File: config.mk
export PLATFORM = sky130hd
export DESIGN_NAME = top_k_by_flow_selector
export DESIGN_NICKNAME = d
export VERILOG_FILES = /design/src/rtl/tkfs_pkg.sv /design/src/rtl/tkfs_datapath.sv /design/src/rtl/tkfs_ctrl.sv /design/src/rtl/top_k_by_flow_selector.sv
export SDC_FILE = /design/constraint.sdc
export NUM_CORES = 2
export LEC_CHECK = 0
export ABC_AREA = 0
export BUFFER_PORTS_ARGS = -buffer_cell sky130_fd_sc_hd__buf_2
export CORE_MARGIN = 2
export CORE_UTILIZATION = 50
export DETAILED_ROUTE_END_ITERATION = 10
export PLACE_DENSITY = 0.72
export SKIP_CTS_REPAIR_TIMING = 1
export SLEW_MARGIN = 5
export SYNTH_ARGS = -nofsm -noshare
export SYNTH_HDL_FRONTEND = slang
export SYNTH_SLANG_ARGS = --single-unit
File: constraint.sdc
create_clock -name clk -period 18 [get_ports clk]
set_input_delay 3.6 -clock clk [delete_from_list [all_inputs] [get_ports clk]]
set_output_delay 3.6 -clock clk [all_outputs]
set_load 0.05 [all_outputs]
File: src/rtl/tkfs_pkg.sv
`default_nettype none
package tkfs_pkg;

  // Results per batch never exceed this many, whatever the list depth.
  localparam int unsigned MAX_RESULTS = 16;
  localparam int unsigned CNT_W       = 5;
  localparam int unsigned ID_W        = 32;
  localparam int unsigned FLOW_W      = 32;

  // Commands from the controller to the sorted-list datapath.
  typedef struct packed {
    logic insert;  // insert the incoming candidate into the list
    logic shift;   // move every entry one place toward the head
    logic clear;   // drop all entries
  } tkfs_cmd_t;

  // Status from the datapath back to the controller.
  typedef struct packed {
    logic [CNT_W-1:0] filled_sat;  // entry count, saturated at MAX_RESULTS
  } tkfs_status_t;

endpackage
`default_nettype wire

File: src/rtl/tkfs_datapath.sv
`default_nettype none
module tkfs_datapath
  import tkfs_pkg::*;
#(
  parameter int unsigned DEPTH = 16
) (
  input  wire logic              clk,
  input  wire logic              rst,
  input  wire tkfs_cmd_t         cmd,
  input  wire logic [ID_W-1:0]   in_id,
  input  wire logic [FLOW_W-1:0] in_flow,
  output tkfs_status_t           status,
  output logic [ID_W-1:0]        head_id,
  output logic [FLOW_W-1:0]      head_flow
);

  localparam int unsigned FW = $clog2(DEPTH + 1);

  logic [ID_W-1:0]   entry_id   [DEPTH];
  logic [FLOW_W-1:0] entry_flow [DEPTH];
  logic [DEPTH-1:0]  entry_valid;
  logic [FW-1:0]     filled_count;
  logic [DEPTH-1:0]  ranks_ahead;

  // An entry stays in place when it ranks ahead of the new item; held entries
  // win ties, so the earlier item comes first.
  always_comb begin
    for (int i = 0; i < DEPTH; i++) begin
      ranks_ahead[i] = entry_valid[i] && (entry_flow[i] >= in_flow);
    end
  end

  genvar g;
  generate
    for (g = 0; g < DEPTH; g++) begin : g_cell
      logic take_new;
      logic take_prev;
      logic [ID_W-1:0]   prev_id;
      logic [FLOW_W-1:0] prev_flow;
      logic              prev_valid;
      logic [ID_W-1:0]   nxt_id;
      logic [FLOW_W-1:0] nxt_flow;

      if (g == 0) begin : g_head
        assign take_new   = !ranks_ahead[g];
        assign take_prev  = 1'b0;
        assign prev_id    = in_id;
        assign prev_flow  = in_flow;
        assign prev_valid = 1'b1;
      end else begin : g_body
        assign take_new   = !ranks_ahead[g] && ranks_ahead[g-1];
        assign take_prev  = !ranks_ahead[g] && !ranks_ahead[g-1];
        assign prev_id    = entry_id[g-1];
        assign prev_flow  = entry_flow[g-1];
        assign prev_valid = entry_valid[g-1];
      end

      if (g == DEPTH - 1) begin : g_tail
        assign nxt_id   = entry_id[g];
        assign nxt_flow = entry_flow[g];
      end else begin : g_inner
        assign nxt_id   = entry_id[g+1];
        assign nxt_flow = entry_flow[g+1];
      end

      always_ff @(posedge clk) begin
        if (cmd.insert) begin
          if (take_new) begin
            entry_id[g]   <= in_id;
            entry_flow[g] <= in_flow;
          end else if (take_prev) begin
            entry_id[g]   <= prev_id;
            entry_flow[g] <= prev_flow;
          end
        end else if (cmd.shift) begin
          entry_id[g]   <= nxt_id;
          entry_flow[g] <= nxt_flow;
        end
      end

      always_ff @(posedge clk) begin
        if (rst || cmd.clear) begin
          entry_valid[g] <= 1'b0;
        end else if (cmd.insert) begin
          if (take_new) begin
            entry_valid[g] <= 1'b1;
          end else if (take_prev) begin
            entry_valid[g] <= prev_valid;
          end
        end
      end
    end
  endgenerate

  always_ff @(posedge clk) begin
    if (rst || cmd.clear) begin
      filled_count <= '0;
    end else if (cmd.insert && !ranks_ahead[DEPTH-1] &&
                 (32'(filled_count) < DEPTH)) begin
      filled_count <= filled_count + FW'(1);
    end
  end

  always_comb begin
    if (32'(filled_count) > MAX_RESULTS) begin
      status.filled_sat = CNT_W'(MAX_RESULTS);
    end else begin
      status.filled_sat = CNT_W'(filled_count);
    end
  end

  assign head_id   = entry_id[0];
  assign head_flow = entry_flow[0];

endmodule
`default_nettype wire

File: src/rtl/tkfs_ctrl.sv
`default_nettype none
module tkfs_ctrl
  import tkfs_pkg::*;
(
  input  wire logic             clk,
  input  wire logic             rst,
  input  wire logic             in_valid,
  input  wire logic             in_present,
  input  wire logic             in_last,
  output logic                  in_ready,
  output logic                  out_valid,
  input  wire logic             out_ready,
  output logic                  out_nonempty,
  output logic                  out_last,
  input  wire logic             cfg_valid,
  input  wire logic [CNT_W-1:0] cfg_data,
  output logic                  cfg_ready,
  output tkfs_cmd_t             cmd,
  input  wire tkfs_status_t     status
);

  localparam logic [1:0] ST_COLLECT = 2'd0;
  localparam logic [1:0] ST_SIZE    = 2'd1;
  localparam logic [1:0] ST_EMIT    = 2'd2;

  logic [1:0]       state;
  logic [1:0]       state_next;
  logic [CNT_W-1:0] max_count;
  logic [CNT_W-1:0] remaining;
  logic [CNT_W-1:0] limit;
  logic [CNT_W-1:0] batch_size;
  logic             empty;
  logic             in_xfer;
  logic             out_xfer;

  assign cfg_ready = 1'b1;

  always_ff @(posedge clk) begin
    if (rst) begin
      max_count <= CNT_W'(MAX_RESULTS);
    end else if (cfg_valid) begin
      max_count <= cfg_data;
    end
  end

  assign limit      = (32'(max_count) > MAX_RESULTS) ? CNT_W'(MAX_RESULTS) : max_count;
  assign batch_size = (status.filled_sat < limit) ? status.filled_sat : limit;

  assign in_ready     = (state == ST_COLLECT);
  assign in_xfer      = in_valid && in_ready;
  assign out_valid    = (state == ST_EMIT);
  assign out_xfer     = out_valid && out_ready;
  assign out_nonempty = !empty;
  assign out_last     = empty || (remaining == CNT_W'(1));

  always_comb begin
    cmd.insert = in_xfer && in_present;
    cmd.shift  = out_xfer && !out_last;
    cmd.clear  = out_xfer && out_last;
  end

  always_comb begin
    state_next = state;
    case (state)
      ST_COLLECT: begin
        if (in_xfer && in_last) begin
          state_next = ST_SIZE;
        end
      end
      ST_SIZE: begin
        state_next = ST_EMIT;
      end
      ST_EMIT: begin
        if (out_xfer && out_last) begin
          state_next = ST_COLLECT;
        end
      end
      default: begin
        state_next = ST_COLLECT;
      end
    endcase
  end

  always_ff @(posedge clk) begin
    if (rst) begin
      state <= ST_COLLECT;
    end else begin
      state <= state_next;
    end
  end

  always_ff @(posedge clk) begin
    if (rst) begin
      remaining <= '0;
      empty     <= 1'b0;
    end else if (state == ST_SIZE) begin
      remaining <= batch_size;
      empty     <= (batch_size == '0);
    end else if (cmd.shift) begin
      remaining <= remaining - CNT_W'(1);
    end
  end

endmodule
`default_nettype wire

File: src/rtl/top_k_by_flow_selector.sv
`default_nettype none
// The first result of a batch is offered after the sizing state (ST_SIZE) that
// follows the transfer carrying the last candidate; results then leave one per
// cycle while m_tready is high. One candidate is taken per cycle while a batch is
// collected; s_tready then stays low through the sizing state and until the last
// result is taken, an empty batch counting as one result.
// Reset (rst, synchronous, active high) empties the list and sets max_count to 16.
module top_k_by_flow_selector
  import tkfs_pkg::*;
#(
  parameter int unsigned DEPTH = 16
) (
  input  wire logic        clk,
  input  wire logic        rst,
  // Candidate input stream.
  input  wire logic        s_tvalid,
  output logic             s_tready,
  input  wire logic [63:0] s_tdata,   // [31:0] landmark_id, [63:32] flow
  input  wire logic        s_tuser,   // [0] flow_present
  input  wire logic        s_tlast,   // last_item
  // Selected landmark output stream.
  output logic             m_tvalid,
  input  wire logic        m_tready,
  output logic [63:0]      m_tdata,   // [31:0] landmark_id_res, [63:32] flow_res
  output logic             m_tuser,   // [0] valid_res
  output logic             m_tlast,   // last_result
  // Configuration write channel for max_count.
  input  wire logic        cfg_valid,
  output logic             cfg_ready,
  input  wire logic [4:0]  cfg_data
);

  // The datapath is a shift-insert chain of DEPTH entries kept sorted by
  // descending flow. Each entry compares its flow against the incoming
  // candidate in parallel, so a transfer is absorbed as it is accepted.
  // During output the chain shifts toward its head, so the head entry is
  // always the next result to send.

  tkfs_cmd_t         cmd;
  tkfs_status_t      status;
  logic [ID_W-1:0]   head_id;
  logic [FLOW_W-1:0] head_flow;
  logic              out_nonempty;

  tkfs_ctrl u_ctrl (
    .clk          (clk),
    .rst          (rst),
    .in_valid     (s_tvalid),
    .in_present   (s_tuser),
    .in_last      (s_tlast),
    .in_ready     (s_tready),
    .out_valid    (m_tvalid),
    .out_ready    (m_tready),
    .out_nonempty (out_nonempty),
    .out_last     (m_tlast),
    .cfg_valid    (cfg_valid),
    .cfg_data     (cfg_data),
    .cfg_ready    (cfg_ready),
    .cmd          (cmd),
    .status       (status)
  );

  tkfs_datapath #(
    .DEPTH (DEPTH)
  ) u_datapath (
    .clk       (clk),
    .rst       (rst),
    .cmd       (cmd),
    .in_id     (s_tdata[31:0]),
    .in_flow   (s_tdata[63:32]),
    .status    (status),
    .head_id   (head_id),
    .head_flow (head_flow)
  );

  // An empty batch sends a single transfer with zero id and flow, marked
  // invalid and last.
  always_comb begin
    if (out_nonempty) begin
      m_tdata = {head_flow, head_id};
    end else begin
      m_tdata = '0;
    end
  end

  assign m_tuser = out_nonempty;

endmodule
`default_nettype wire
==> impl_metrics.yaml <==
final_layout:
  final_nets: 6053
  instances_no_fill: 7190
  syn2layout_area_growth_pct: 9.58
  seq_area_mm2: 0.0314
  fin_util: 0.554
  fill_cells: 10285
  multi_input_area_mm2: 0.0281
  drive_gt1_frac: 0.0823
die:
  die_h_um: 355
  io_pins: 145
  start_util: 0.505
  core-area_mm2: 0.122
  die_x_um: 355
  rows: 128
  dieArea_mm2: 0.126
placed_design:
  dp_cells: 6967
  port_buffers: 143
  hpwlAfterDp_um: 136000
  gp_congestion: 0.956
timing:
  period_needed_ns: 8.62
  setup_tns_ns: 0
  setup_viol: 0
  finalCritPeriodShare: 0.479
  drv_slew: 0
  final_hold_viol_count: 0
  fin_worst_skew_ns: 0.0585
  worst_hold_slack_ns: 0.517
  rsz0062_at_grt: "false"
  worst_pin_slew_ns: 1.41
  relSlewSlack: 0.0506
  max_freq_mhz: 116
clocking:
  clock_insertion_delay_worst_skew_ns: 0.76
  clk_path_buf_depth: 3
  cts.htree.levels: 3
  cts_tree: "yes"
  cts-root-buf: "clkbuf_16"
  clock-sinks: 1058
  path_clk_slew_ns: 0.07
  numCtsBuffers: 113
synth:
  synth_top_flop_cell: "edfxtp_1"
  synthMuxAreaShare: 0.0341
  syn-num-nets: 6120
  async_flop_share: 0
  synth_compound_area_frac: 0.210
  synth_top_area_share: 0.499
  synth_common_cells: "edfxtp_1 (1024), a221o_1 (571), nand2_1 (549)"
  synth-edff-count: 1024
  syn-cell-area_mm2: 0.0617
  synth.most_common_cell: "edfxtp_1"
  yosys.area_share.simple: 0.0999
  netlist.top_cell.by_area: "edfxtp_1"
  synth_xor_area_frac: 0.000710
  synth_top_family_by_area: "compound AO/OA/AOI/OAI gates"
  synth-adder-area-share: 0.105
  ys_seq_area_frac: 0.510
  ys_types: 65
  yosys_warnings: 0
  synth_area_leaders: "edfxtp_1 (50%), ha_1 (11%), a221o_1 (9.3%), a21oi_1 (3.7%), nand2_1 (3.3%)"
  syn_inst: 5524
  syn_avg_cell_area_um2: 11.2
  synth_seq_cells: 1058
global_route:
  grt_max_degree: 215
  first_global_vias: 47488
  grt_first_pass_wirelength_um: 316000
  grt.overflow.total: 0
  grtUsageTotal: 0.332
  antenna_found_initial: 21
routing:
  wl_per_cell_um: 30.0
  drt_iter0_markers: 8191
  viasPerCell: 7.08
  ant_nets: 0
  wirelength_um: 216000
  via_count: 50891
  drt_pass1_iterations: 8
  drc: 0
power_and_ir_drop:
  powerDensity_mw_per_mm2: 104
  leakagePower_nw: 26.4
  vdd_drop_max_mv: 0.0793
setup_path:
  critPathLaunchType: "input pin"
  cp_max_fo: 66
  ff2ff_path_depth: 11
  end_kind: "flip-flop"
  path_class: "input pin to flip-flop"
  required_ns: 18.59
  crit_arrival_ns: 9.22
outcome:
  status: "complete, no violations"
job:
  drv_cap: 0
worst_hold_path:
  holdPathStages: 2
  hp-class: "flip-flop to flip-flop"
==> placed cells by master, fill, tap and decap left out, drive strengths merged, types with 85 or more instances in the layout <==
cell type  instances
edfxtp          1024
a221o            571
nand2            550
ha               520
a21oi            462
nor2             316
o21ai            289
buf              220
inv              196
nor3             144
mux2i            138
clkbuf           135
a21o             115
nand3             98
nor2b             85
==> power breakdown <==
part	internal, mW	switching (mW)	leakage [nW]
Combinational	0.421	0.846	14.5
Clock	1.46	1.08	1.91
Sequential	3.01	0.180	9.91
==> cells by family after synthesis <==
logic type / after synthesis
other: 1
adders and majority gates: 520
muxes: 202
AOI/OAI and AO/OA: 1772
xor gates and xnor gates: 5
buffers and inverters: 596
DFF: 1058
and+or+nand+nor: 1370
==> area by class of cell <==
| type | count | area share |
|---|---|---|
| Clock inverter | 78 | 0.0148 |
| Sequential cell | 1058 | 0.465 |
| Timing Repair Buffer | 220 | 0.0199 |
| Antenna cell | 10 | 0.000370 |
| Tap cell | 1625 | 0.0301 |
| Inverter | 194 | 0.0108 |
| Clock buffer | 135 | 0.0435 |
| Multi-Input combinational cell | 3870 | 0.416 |
==> metrics by stage <==
step / power (mW) / cell area, um2 / setup WS, ns
6_report: 7.00 / 67600 / 9.38
5_1_grt: 7.19 / 67600 / 9.31
4_1_cts: 6.96 / 67600 / 9.51
3_5_place_dp: 4.46 / 63600 / 8.76
3_3_place_gp: 4.42 / 63600 / 8.92
2_1_floorplan: 4.00 / 61700 / 7.33
==> sequential cells by signal, indices dropped and copies added (netlist names) <==
name and count:
u_ctrl.state 2, u_ctrl.empty 1, u_datapath.entry_flow 512, u_datapath.entry_valid 1
u_datapath.entry_id 512, u_ctrl.remaining 5, u_ctrl.max_count 5, u_datapath.filled_count 5
u_datapath.g_cell.prev_valid 15
==> path summary, 6_finish.rpt <==
path	start	end	slack (ns)
hold / removal	u_datapath.g_cell[1].prev_valid	u_datapath.g_cell[1].prev_valid	0.52
hold reg to reg	u_datapath.g_cell[1].prev_valid	u_datapath.g_cell[1].prev_valid	0.52
setup / recovery	s_tdata[33]	u_datapath.entry_id[1][50]	9.38
setup reg to reg	u_datapath.entry_flow[4][0]	u_datapath.entry_id[1][50]	12.34
==> metal layers <==
| metal | global-route usage | vias up | wire length, um |
|---|---|---|---|
| li1 | - | 21668 | - |
| met1 | 0.459 | 24912 | 83700 |
| met2 | 0.494 | 3718 | 93200 |
| met3 | 0.0789 | 583 | 28200 |
| met4 | 0.155 | 10 | 10900 |
| met5 | 0 | - | 71 |
==> critical path: stages <==
cell       delay [ns]
buf_2            0.13
inv_1            0.54
ha_1             0.35
a2111oi_0        0.44
nor4_1           0.15
a2111oi_0        1.10
o21ai_1          0.39
nor2_4           0.17
buf_4            0.89
and2_4           1.08
a221o_1          0.29
Power figures use the tool's default switching activity.
